[config.mk]
export PLATFORM = sky130hd
export DESIGN_NAME = ptc_final
export DESIGN_NICKNAME = d
export VERILOG_FILES = /design/src/rtl/ptc_pkg.sv /design/src/rtl/ptc_final.sv
export SDC_FILE = /design/constraint.sdc
export NUM_CORES = 2
export LEC_CHECK = 0
export BUFFER_PORTS_ARGS = -buffer_cell sky130_fd_sc_hd__buf_2
export CORE_ASPECT_RATIO = 0.5
export CORE_MARGIN = 2
export CORE_UTILIZATION = 28
export DETAILED_ROUTE_END_ITERATION = 8
export GPL_ROUTABILITY_DRIVEN = 0
export GPL_TIMING_DRIVEN = 0
export PLACE_DENSITY_LB_ADDON = 0.08
export SLEW_MARGIN = 10
export SYNTH_ARGS = -nofsm -noshare
export SYNTH_HDL_FRONTEND = slang
export SYNTH_SLANG_ARGS = --single-unit
[constraint.sdc]
create_clock -name clk_i -period 7.4 [get_ports clk_i]
set_input_delay 1.11 -clock clk_i [delete_from_list [all_inputs] [get_ports clk_i]]
set_output_delay 1.11 -clock clk_i [all_outputs]
set_load 0.02 [all_outputs]
[src/rtl/ptc_pkg.sv]
// Package with types, constants and helpers of the compensation block.
`timescale 1ns / 1ps
`default_nettype none
package ptc_pkg;

  localparam int unsigned CalWidth    = 48;
  localparam int unsigned OffWidth    = 18;
  localparam int unsigned CfgIdxWidth = 3;
  localparam int unsigned DivBits     = 32;
  localparam int unsigned Latency     = 47;

  typedef enum logic [CfgIdxWidth-1:0] {
    RegTempCal = 3'd0,
    RegPressA  = 3'd1,
    RegPressB  = 3'd2,
    RegPressC  = 3'd3,
    RegOffset  = 3'd4
  } cfg_reg_e;

  typedef struct packed {
    logic [19:0] raw_temperature;
    logic [19:0] raw_pressure;
  } in_t;

  typedef struct packed {
    logic signed [31:0] temperature_centi;
    logic signed [31:0] fine_temperature;
    logic        [31:0] pressure_pa;
    logic signed [31:0] adjusted_pressure_pa;
    logic               pressure_invalid;
  } out_t;

  typedef struct packed {
    logic signed [31:0] temp_centi;
    logic signed [31:0] fine;
    logic        [19:0] raw_pressure;
  } temp_res_t;

  typedef struct packed {
    logic signed [31:0] temp_centi;
    logic signed [31:0] fine;
    logic               invalid;
  } div_side_t;

  typedef struct packed {
    logic [31:0] rem;
    logic [31:0] num;
    logic [31:0] quo;
    logic [31:0] den;
    logic        post;
    div_side_t   side;
  } div_stage_t;

  // Zero-extended 16-bit calibration word k.
  function automatic logic [31:0] cal_word_u(input logic [CalWidth-1:0] cal,
                                             input int unsigned k);
    return {16'd0, cal[16*k +: 16]};
  endfunction

  // Sign-extended 16-bit calibration word k.
  function automatic logic signed [31:0] cal_word_s(input logic [CalWidth-1:0] cal,
                                                    input int unsigned k);
    logic [15:0] w;
    w = cal[16*k +: 16];
    return $signed({{16{w[15]}}, w});
  endfunction

endpackage
`default_nettype wire

[src/rtl/ptc_final.sv]
// Second-order pressure correction and offset, ending in the result register.
`timescale 1ns / 1ps
`default_nettype none
module ptc_final (
  input  wire logic                         clk_i,
  input  wire logic                         rst_ni,
  input  wire logic                         valid_i,
  input  wire logic [31:0]                  quot_i,
  input  wire ptc_pkg::div_side_t           side_i,
  input  wire logic [ptc_pkg::CalWidth-1:0] cal_c_i,
  input  wire logic [ptc_pkg::OffWidth-1:0] offset_i,
  output logic                              valid_o,
  output ptc_pkg::out_t                     res_o
);

  logic signed [31:0] p7, p8, p9, off;
  logic [2:0] v_q;

  logic [31:0] s3, p1_q, sq2_d, sq2_q, p2_q;
  logic signed [31:0] pb_d, pb_q;
  logic signed [31:0] ta_d, ta_q, tb_d, tb_q;
  logic signed [31:0] corr;
  logic [31:0] pf;
  ptc_pkg::div_side_t sd1_q, sd2_q;
  ptc_pkg::out_t res_q;

  assign p7  = ptc_pkg::cal_word_s(cal_c_i, 0);
  assign p8  = ptc_pkg::cal_word_s(cal_c_i, 1);
  assign p9  = ptc_pkg::cal_word_s(cal_c_i, 2);
  assign off = 32'(signed'(offset_i));

  always_comb begin
    s3    = quot_i >> 3;
    sq2_d = s3 * s3;
    pb_d  = $signed((quot_i >> 2) * p8);
    ta_d  = $signed(p9 * (sq2_q >> 13)) >>> 12;
    tb_d  = pb_q >>> 13;
    corr  = (ta_q + tb_q + p7) >>> 4;
    pf    = p2_q + corr;
    if (sd2_q.invalid) begin
      pf = '0;
    end
  end

  always_ff @(posedge clk_i or negedge rst_ni) begin
    if (!rst_ni) begin
      v_q <= '0;
    end else begin
      v_q <= {v_q[1:0], valid_i};
    end
  end

  always_ff @(posedge clk_i) begin
    p1_q  <= quot_i;
    sq2_q <= sq2_d;
    pb_q  <= pb_d;
    sd1_q <= side_i;
    p2_q  <= p1_q;
    ta_q  <= ta_d;
    tb_q  <= tb_d;
    sd2_q <= sd1_q;
    res_q.temperature_centi    <= sd2_q.temp_centi;
    res_q.fine_temperature     <= sd2_q.fine;
    res_q.pressure_pa          <= pf;
    res_q.adjusted_pressure_pa <= $signed(pf + off);
    res_q.pressure_invalid     <= sd2_q.invalid;
  end

  assign valid_o = v_q[2];
  assign res_o   = res_q;

endmodule
`default_nettype wire

==> results.toml <==
[clock_tree]
cts_tree = "done"
clock-sinks = 403
clk_latency_ns = 0.60
htree_levels = 2
path_clk_slew_ns = 0.06
clk_path_buf_depth = 3
clock_tree.root_cell = "clkbuf_16"
cts_made_buffers = 45

[route]
drt_iter0_drc = 1744
route.detailed.wl_per_inst_um = 21.0
routed_wl_mm = 155
firstDrtPassIters = 6
via_per_inst = 4.35
drcViolationCount = 0
ant_nets = 0
vias = 32000

[critical_path]
start_kind = "primary input"
cpMaxStageDelayCell = "fa_1"
reg2reg_slack_ns = 0.39
end_kind = "flip-flop"
cpMostUsedCell = "fa_1"
crit_fanout = 13
cp_slowest_stage_delay_ns = 0.56
cp.arrival_ns = 8.15
path_class = "primary input to flip-flop"
cp.required_ns = 7.83

[global_routing]
grt_max_degree = 18
grt-ovfl-total = 0
grt_pass1_vias = 35300
grt_first_pass_wirelength_mm = 230
gr-usage-all-layers_pct = 18.9
antenna_found_initial = 31

[sta]
whs_ns = 0.288
setup_ws_ns = -0.319
fin_worst_skew_ns = 0.0359
min_period_over_period_pct = 104
rsz0062_at_grt = "yes"
fin_crit_ns = 7.72
slew_headroom_pct = 15.6
worstMarginPinSlew_ns = 1.26
final-setup-viol-count = 9
max_freq_mhz = 130
hold_violations = 0
drv_slew = 0

[logic_synthesis]
synth_edf_count = 0
synth_flop_cell = "dfxtp_1"
seq_area_frac_synth_pct = 17.7
syn_inst = 4691
async_reset_ff_share_pct = 0.744
ys_types = 65
yosys_register_bits = 403
syn_nets = 6176
syn_area_per_cell_sq_um = 9.74
yosysWarningCount = 0
synth_area_sq_mm = 0.0457

[die]
core-area_sq_mm = 0.161
die_y_um = 290
die_w_um = 575
num_rows = 104
die_area_sq_mm = 0.167
ios = 296
start_util_pct = 28.3

[min_path]
hp-class = "primary input to asynchronous set/reset pin"

[run_status]
violations = "setup timing"
status = "complete, but fails checks"

[place]
dp_hpwl_mm = 127
port_buffers = 281
dpl_cell_area_sq_mm = 0.0503

[cells_and_area]
layout_common_cells = "1,112 x inv_1, 899 x fa_1, 553 x nand2_1"
drive_above_1_share_pct = 15.8
final_nets = 6619
area_growth_pct = 19.8
final_cell_area_sq_mm = 0.0547
final_common_cell = "inv_1"

[job]
maxCapViolCount = 0
worst paths after layout:
kind                            start         to  depth (start not counted)
setup / recovery           quot_i[19]  sq2_q[27]                         31
hold / removal                 rst_ni     v_q[0]                          1
setup reg to reg            sq2_q[20]   ta_q[18]                         25
hold reg to reg             sd2_q[19]  res_o[83]                          0
max in group asynchronous      rst_ni     v_q[1]                          1
min in group clk_i          sd2_q[19]  res_o[83]                          0
per-stage QoR:
step / instances / util [%] / setup TNS (ns) / setup slack (ns)
4_1_cts: 7283 / 33.2 / -0.469 / -0.242
3_5_place_dp: 7145 / 31.1 / -67.62 / -2.43
5_1_grt: 7345 / 33.8 / -2.99 / -0.426
6_report: 7360 / 33.9 / -1.76 / -0.319
2_1_floorplan: 4691 / - / -0.0571 / -0.0571
3_3_place_gp: 7145 / 31.1 / -69.18 / -2.51
area by class of cell:
type | instances | area (sq um)
Tap cell | 2173 | 2720
Sequential cell | 403 | 8080
Antenna cell | 18 | 45.0
Inverter | 1141 | 4330
Clock inverter | 22 | 283
Fill cell | 16700 | 107000
Timing Repair Buffer | 410 | 2610
Buffer | 156 | 1600
Multi-Input combinational cell | 2977 | 33700
Clock buffer | 60 | 1290
timing repair:
| action | 4_1_cts | 5_1_grt |
|---|---|---|
| hold buffers | 0 | 0 |
| setup endpoints to repair | 51 | 28 |
| pin swaps | 49 | 63 |
| buffers inserted | 66 | 63 |
| gates resized for setup | 305 | 185 |
cells by family after synthesis:
group                      count (synthesis)  synth area share (%)
adders and majority gates               1319                  51.3
DFF                                      403                  17.7
muxes                                      1                0.0219
xor gates and xnor gates                 169                  3.24
and+or+nand+nor                         1189                  12.5
AOI/OAI and AO/OA                        299                  4.45
buffers and inverters                   1311                  10.8
state kept, by name, indices dropped and copies added, names as in the netlist:
| signal | cells |
|---|---|
| ta_q | 20 |
| p2_q | 32 |
| p1_q | 31 |
| sd1_q | 65 |
| sq2_q | 20 |
| res_o | 129 |
| sd2_q | 65 |
| tb_q | 19 |
| pb_q | 19 |
| v_q | 3 |
critical path, delay by kind of cell:
kind	cells	cell delay [ns]
AOI/OAI and AO/OA	2	0.57
adders and majority gates	9	4.36
buffers and inverters	13	1.15
and+or+nand+nor	7	0.94
per-layer routing:
metal | wire length [um] | GRT usage, % | part of all wire (%)
met1 | 71200 | 26.2 | 46
met2 | 73600 | 32.3 | 48
met5 | 9 | 0 | 0.0058
met3 | 6970 | 1.85 | 4.5
met4 | 3070 | 3.52 | 2.0
synthesized netlist by cell type, drive strengths merged, types with 25 or more instances:
cell type     n  area share (%)
and2        365             5.0
fa          923              40
o21a         25            0.41
xor2         55             1.1
xnor2       114             2.2
a21o         48            0.79
o21ai        46            0.50
nand2       572             4.7
dfxtp       400              18
nand2b       40            0.55
nor2        105            0.87
clkbuf      169             1.4
a21oi        90            0.99
inv        1141             9.4
ha          396              11
Power is left out: the tool's default activity adds up to more than one toggle a clock period on the data nets, which glitch-free logic cannot reach.
