[config.mk]
export PLATFORM = sky130hd
export DESIGN_NAME = ptc_temp
export DESIGN_NICKNAME = d
export VERILOG_FILES = /design/src/rtl/ptc_pkg.sv /design/src/rtl/ptc_temp.sv
export SDC_FILE = /design/constraint.sdc
export NUM_CORES = 2
export LEC_CHECK = 0
export ABC_AREA = 1
export BUFFER_PORTS_ARGS = -buffer_cell sky130_fd_sc_hd__buf_2
export CAP_MARGIN = 15
export CORE_MARGIN = 3
export CORE_UTILIZATION = 60
export DETAILED_ROUTE_END_ITERATION = 10
export GPL_TIMING_DRIVEN = 0
export PLACE_DENSITY_LB_ADDON = 0.1
export SLEW_MARGIN = 25
export SYNTH_ARGS = -nofsm -noshare
export SYNTH_HDL_FRONTEND = slang
export SYNTH_SLANG_ARGS = --single-unit
export TNS_END_PERCENT = 5
[constraint.sdc]
create_clock -name clk_i -period 12.7 [get_ports clk_i]
set_input_delay 0.635 -clock clk_i [delete_from_list [all_inputs] [get_ports clk_i]]
set_output_delay 0.635 -clock clk_i [all_outputs]
set_load 0.1 [all_outputs]
[src/rtl/ptc_pkg.sv]
// Package with types, constants and helpers of the compensation block.
`timescale 1ns / 1ps
`default_nettype none
package ptc_pkg;

  localparam int unsigned CalWidth    = 48;
  localparam int unsigned OffWidth    = 18;
  localparam int unsigned CfgIdxWidth = 3;
  localparam int unsigned DivBits     = 32;
  localparam int unsigned Latency     = 47;

  typedef enum logic [CfgIdxWidth-1:0] {
    RegTempCal = 3'd0,
    RegPressA  = 3'd1,
    RegPressB  = 3'd2,
    RegPressC  = 3'd3,
    RegOffset  = 3'd4
  } cfg_reg_e;

  typedef struct packed {
    logic [19:0] raw_temperature;
    logic [19:0] raw_pressure;
  } in_t;

  typedef struct packed {
    logic signed [31:0] temperature_centi;
    logic signed [31:0] fine_temperature;
    logic        [31:0] pressure_pa;
    logic signed [31:0] adjusted_pressure_pa;
    logic               pressure_invalid;
  } out_t;

  typedef struct packed {
    logic signed [31:0] temp_centi;
    logic signed [31:0] fine;
    logic        [19:0] raw_pressure;
  } temp_res_t;

  typedef struct packed {
    logic signed [31:0] temp_centi;
    logic signed [31:0] fine;
    logic               invalid;
  } div_side_t;

  typedef struct packed {
    logic [31:0] rem;
    logic [31:0] num;
    logic [31:0] quo;
    logic [31:0] den;
    logic        post;
    div_side_t   side;
  } div_stage_t;

  // Zero-extended 16-bit calibration word k.
  function automatic logic [31:0] cal_word_u(input logic [CalWidth-1:0] cal,
                                             input int unsigned k);
    return {16'd0, cal[16*k +: 16]};
  endfunction

  // Sign-extended 16-bit calibration word k.
  function automatic logic signed [31:0] cal_word_s(input logic [CalWidth-1:0] cal,
                                                    input int unsigned k);
    logic [15:0] w;
    w = cal[16*k +: 16];
    return $signed({{16{w[15]}}, w});
  endfunction

endpackage
`default_nettype wire

[src/rtl/ptc_temp.sv]
// Temperature compensation pipeline producing the fine term and temperature.
`timescale 1ns / 1ps
`default_nettype none
module ptc_temp (
  input  wire logic                         clk_i,
  input  wire logic                         rst_ni,
  input  wire logic                         valid_i,
  input  wire ptc_pkg::in_t                 in_i,
  input  wire logic [ptc_pkg::CalWidth-1:0] temp_cal_i,
  output logic                              valid_o,
  output ptc_pkg::temp_res_t                res_o
);

  logic        [31:0] t1;
  logic signed [31:0] t2, t3;

  logic [4:0] v_q;
  logic [19:0] rp1_q, rp2_q, rp3_q, rp4_q;

  logic signed [31:0] x1_d, x1_q, d_d, d_q;
  logic signed [31:0] m1_d, m1_q, dd_d, dd_q;
  logic signed [31:0] a_d, a_q, q_d, q_q;
  logic signed [31:0] fine_d, fine_q;
  logic signed [31:0] f5, temp_d;
  ptc_pkg::temp_res_t res_q;

  assign t1 = ptc_pkg::cal_word_u(temp_cal_i, 0);
  assign t2 = ptc_pkg::cal_word_s(temp_cal_i, 1);
  assign t3 = ptc_pkg::cal_word_s(temp_cal_i, 2);

  always_comb begin
    x1_d   = $signed({15'd0, in_i.raw_temperature[19:3]} - (t1 << 1));
    d_d    = $signed({16'd0, in_i.raw_temperature[19:4]} - t1);
    m1_d   = x1_q * t2;
    dd_d   = d_q * d_q;
    a_d    = m1_q >>> 11;
    q_d    = (dd_q >>> 12) * t3;
    fine_d = a_q + (q_q >>> 14);
    f5     = (fine_q <<< 2) + fine_q + 32'sd128;
    temp_d = f5 >>> 8;
  end

  always_ff @(posedge clk_i or negedge rst_ni) begin
    if (!rst_ni) begin
      v_q <= '0;
    end else begin
      v_q <= {v_q[3:0], valid_i};
    end
  end

  always_ff @(posedge clk_i) begin
    x1_q  <= x1_d;
    d_q   <= d_d;
    rp1_q <= in_i.raw_pressure;
    m1_q  <= m1_d;
    dd_q  <= dd_d;
    rp2_q <= rp1_q;
    a_q   <= a_d;
    q_q   <= q_d;
    rp3_q <= rp2_q;
    fine_q <= fine_d;
    rp4_q <= rp3_q;
    res_q.temp_centi   <= temp_d;
    res_q.fine         <= fine_q;
    res_q.raw_pressure <= rp4_q;
  end

  assign valid_o = v_q[4];
  assign res_o   = res_q;

endmodule
`default_nettype wire

==> results by group <==
Timing
  – Worst max-slew margin expressed relative to the limit: 31.61%
  – Maximum frequency from static timing analysis: 0.1428 GHz
  – Share of the clock period used by the worst path after layout: a little under three fifths
  – Final hold violation count: 0
  – Pins Over Slew Limit: 0
  – Fin crit period: roughly 7.0 ns
  – Final clock skew: around 0.028 ns
  – TNS Setup: 0 ns
  – Final setup violation count: 0
  – Unrepaired setup endpoints after global routing: false
  – Transition time at the pin with the least slew margin: a little over 1 ns

Setup path
  – Buffers & Inverters on Critical Path: 6
  – Worst endpoint data arrival time: roughly 7.4 ns
  – Data required time at the worst endpoint: 13.11 ns
  – Worst-path cell with the longest stage delay: sky130_fd_sc_hd__clkbuf_1
  – Kind of end point of the critical path: register
  – Family with the most delay on the worst path: adder cells
  – Worst-case register-to-register setup slack: 5.70 ns
  – Largest stage delay on the critical path: 0.62 ns
  – Worst-case reg-to-reg path depth: 22
  – Reg-to-reg critical path startpoint: d_q[16]$_DFF_P_
  – Nature of the critical path startpoint: register
  – Cell mode on critical path: sky130_fd_sc_hd__fa_1
  – Critical path cell sequence: buf_2 > clkbuf_1 > nand2_1 > inv_1 > fa_1 > inv_1 > fa_1 > inv_1 > fa_1 > fa_1 > fa_1 > fa_1 > ha_1 > nand2_1 > nor3_1 > o21ai_0 > nand3_1 > a21oi_1 > nand2_1 > inv_1 > nand2_1 > nand2_1
  – Critical path class: register to register
  – Maximum fanout along the worst path: 10
  – Reg-to-reg critical path endpoint: m1_q[31]$_DFF_P_

Floorplan
  – Initial cell density of the core: about three fifths
  – Area enclosed by the die boundary: between 70000 and 80000 µm²
  – Vertical die dimension: ~270 µm
  – Die Wd: about 270 µm
  – Number of I/O pins: approximately 180
  – Core area: 67870 µm²
  – Total number of placement rows: between 90 and 100

Global routing
  – Leftover overflow at the end of global routing: 0
  – Wire length of the first global-routing pass: between 150000 and 200000 µm
  – Global-route usage over all layers: between 30 and 40%
  – Initial antenna violation count: 1
  – Pin count of the biggest net entering global routing: 17
  – Vias in the first global route: about 33k

Yosys
  – Warnings from Yosys: 0
  – Register bit total from synthesis: between 200 and 300
  – Fraction of synthesized cell area taken by the top area cell type: between 30% and 40%
  – Async set-reset flop share out of synthesis: approximately 1.8%
  – Combined area of all synthesized cells: 41580 µm²
  – Number of different library cells in the post-synthesis netlist: 53
  – Synthesized instance count: slightly above 5k
  – Count of flip-flops with a built-in enable after synthesis: 0
  – Dominant cells by area after synthesis: sky130_fd_sc_hd__fa_1 (39%), sky130_fd_sc_hd__inv_1 (14%), sky130_fd_sc_hd__dfxtp_1 (13%)
  – Yosys top cell by area: sky130_fd_sc_hd__fa_1
  – Most frequently used flop master after synthesis: sky130_fd_sc_hd__dfxtp_1
  – Post-Syn Nets: roughly 6.4k
  – Synthesized area divided by synthesized cell count: between 8 and 9 µm²
  – Register area share after synthesis: 13.11%

Detailed routing
  – First DRT Iteration DRCs: 2096
  – Number of nets still failing antenna checks after routing: 0
  – Vias per Instance: between 5 and 6
  – Overall via count from detail_route: roughly 32k
  – Routed wire length per instance: approximately 17 µm
  – DRC viols: 0
  – Number of search-and-repair iterations in the first detailed-routing pass: 7
  – Routed wire length: roughly 110000 µm

Cells and area
  – Most frequent standard cell in the layout excluding fill and tap cells: sky130_fd_sc_hd__inv_1
  – Commonest non-fill, non-tap cells in the layout: sky130_fd_sc_hd__inv_1 (1516), sky130_fd_sc_hd__nand2_1 (1139), sky130_fd_sc_hd__fa_1 (815), sky130_fd_sc_hd__ha_1 (324), sky130_fd_sc_hd__dfxtp_1 (266)
  – Final net count: 6535
  – Layout cell share with drive strength beyond 1: around 5.2%
  – Number of inserted filler cells in the final layout: around 6k
  – Layout-stage area growth over the synthesis result: 6.960%
  – Ant. Diodes: 0

Clocking
  – Clock Sink Count: 271
  – TritonCTS buffer count: 28
  – Number of setup buffers added after CTS: 0
  – CTS Hold Bufs: 1
  – H-tree depth: 1
  – Maximum root-to-sink buffer count: 3
  – Later-pin clock latency in the skew report: 0.60 ns
  – Root Driver: sky130_fd_sc_hd__clkbuf_16
  – CTS clock-pin slew for the worst setup and hold paths: 0.08 ns
  – Clock tree from TritonCTS: built
  – Post-cts gate resize count: 0

Place
  – Quantity of I/O buffers inserted on ports: 148
  – HPWL after DPL: around 90000 µm
  – Final weighted congestion in routability-driven placement: between 0.9 and 1

Hold path
  – Terminating pin of the worst hold path: x1_q[0]$_DFF_P_
  – Class of the tightest hold or removal check: primary input to register
  – Startpoint of the most critical hold path: in_i[23]
  – Cells on Worst Hold Path: 1

Run status
  – Run status: finished, final reports clean

Run
  – Max Cap Violations: 0
-- flip-flops by register name, indices dropped and copies added (netlist names) --
register and cells:
res_o 66, dd_q 20, x1_q 1, rp2_q 20
m1_q 21, a_q 21, v_q 5, rp1_q 20
rp4_q 20, d_q 17, rp3_q 20, fine_q 22
q_q 18
-- Yosys cell counts, drive strengths merged (7+ instances only) --
| cell | n |
|---|---|
| a21boi | 9 |
| a21o | 19 |
| a21oi | 163 |
| a31oi | 9 |
| buf | 40 |
| clkbuf | 137 |
| dfxtp | 266 |
| fa | 815 |
| ha | 324 |
| inv | 1516 |
| nand2 | 1157 |
| nand3 | 112 |
| nand4 | 18 |
| nor2 | 215 |
| nor3 | 28 |
| nor4 | 11 |
| o211ai | 7 |
| o21a | 11 |
| o21ai | 87 |
| o21bai | 19 |
| or2 | 12 |
| xnor2 | 32 |
| xor2 | 94 |
-- metrics by stage --
| stage | util, % | cells | hold slack [ns] | setup WS (ns) | instance area (µm²) |
|---|---|---|---|---|---|
| after detailed placement | 64.05 | 6195 | 0.3121 | 5.437 | 43470 |
| after CTS | 65.53 | 6248 | 0.1031 | 5.774 | 44480 |
| after global routing | 65.53 | 6248 | 0.1164 | 5.258 | 44480 |
| after global placement | 64.05 | 6195 | 0.3096 | 5.448 | 43470 |
| final | 65.53 | 6248 | 0.1324 | 5.697 | 44480 |
| after floorplan | - | 5126 | 0.3096 | 7.041 | 41580 |
-- cell families (layout without fill, tap and decap cells) --
family	Yosys count	in the layout	share of synthesized area [%]
flops	271	271	13.11
simple gates	1564	1564	15.19
fa+ha+maj	1139	1139	48.99
compound gates	333	333	4.535
xor+xnor	126	126	2.672
buf+inv	1693	1894	15.51
-- worst register-to-register path, cell delays in order, from the launching register on --
cell	delay, ns
sky130_fd_sc_hd__dfxtp_1	0.52
sky130_fd_sc_hd__buf_2	0.24
sky130_fd_sc_hd__clkbuf_1	0.62
sky130_fd_sc_hd__nand2_1	0.21
sky130_fd_sc_hd__inv_1	0.18
sky130_fd_sc_hd__fa_1	0.48
sky130_fd_sc_hd__inv_1	0.19
sky130_fd_sc_hd__fa_1	0.57
sky130_fd_sc_hd__inv_1	0.20
sky130_fd_sc_hd__fa_1	0.46
sky130_fd_sc_hd__fa_1	0.58
sky130_fd_sc_hd__fa_1	0.43
sky130_fd_sc_hd__fa_1	0.50
sky130_fd_sc_hd__ha_1	0.47
sky130_fd_sc_hd__nand2_1	0.17
sky130_fd_sc_hd__nor3_1	0.24
sky130_fd_sc_hd__o21ai_0	0.13
sky130_fd_sc_hd__nand3_1	0.11
sky130_fd_sc_hd__a21oi_1	0.05
sky130_fd_sc_hd__nand2_1	0.21
sky130_fd_sc_hd__inv_1	0.07
sky130_fd_sc_hd__nand2_1	0.07
sky130_fd_sc_hd__nand2_1	0.18
-- how the worst max path moves through the flow --
stage               depth (start not counted)  slack, ns                to             from
floorplan                                  24       7.04  m1_q[31]$_DFF_P_   temp_cal_i[23]
global placement                           20       5.45  m1_q[31]$_DFF_P_   temp_cal_i[22]
detailed placement                         20       5.44  m1_q[31]$_DFF_P_   temp_cal_i[22]
CTS                                        22       5.77  m1_q[31]$_DFF_P_  d_q[16]$_DFF_P_
global route                               22       5.26  m1_q[31]$_DFF_P_  d_q[16]$_DFF_P_
finish                                     22       5.70  m1_q[31]$_DFF_P_  d_q[16]$_DFF_P_
-- metal layers --
layer	wire, µm	share of wire, %	global-route usage [%]
met1	42510	39	38.64
met5	0	0	0
met4	4749	4.4	11.13
met3	7933	7.3	4.365
met2	53700	49	53.73
-- cell type report --
cell class	instances	area, µm²	area share (%)
repair buffers	149	750.7	1.688
clock inverters	20	245.2	0.5514
inverters	1516	5690	12.79
well taps	921	1152	2.591
clock buffers	32	745.7	1.677
multi-input cells	3162	29680	66.74
flip-flops and latches	271	5450	12.25
plain buffers	177	758.2	1.705
Power is left out: the tool's default activity adds up to more than one toggle a clock period on the data nets, which glitch-free logic cannot reach.
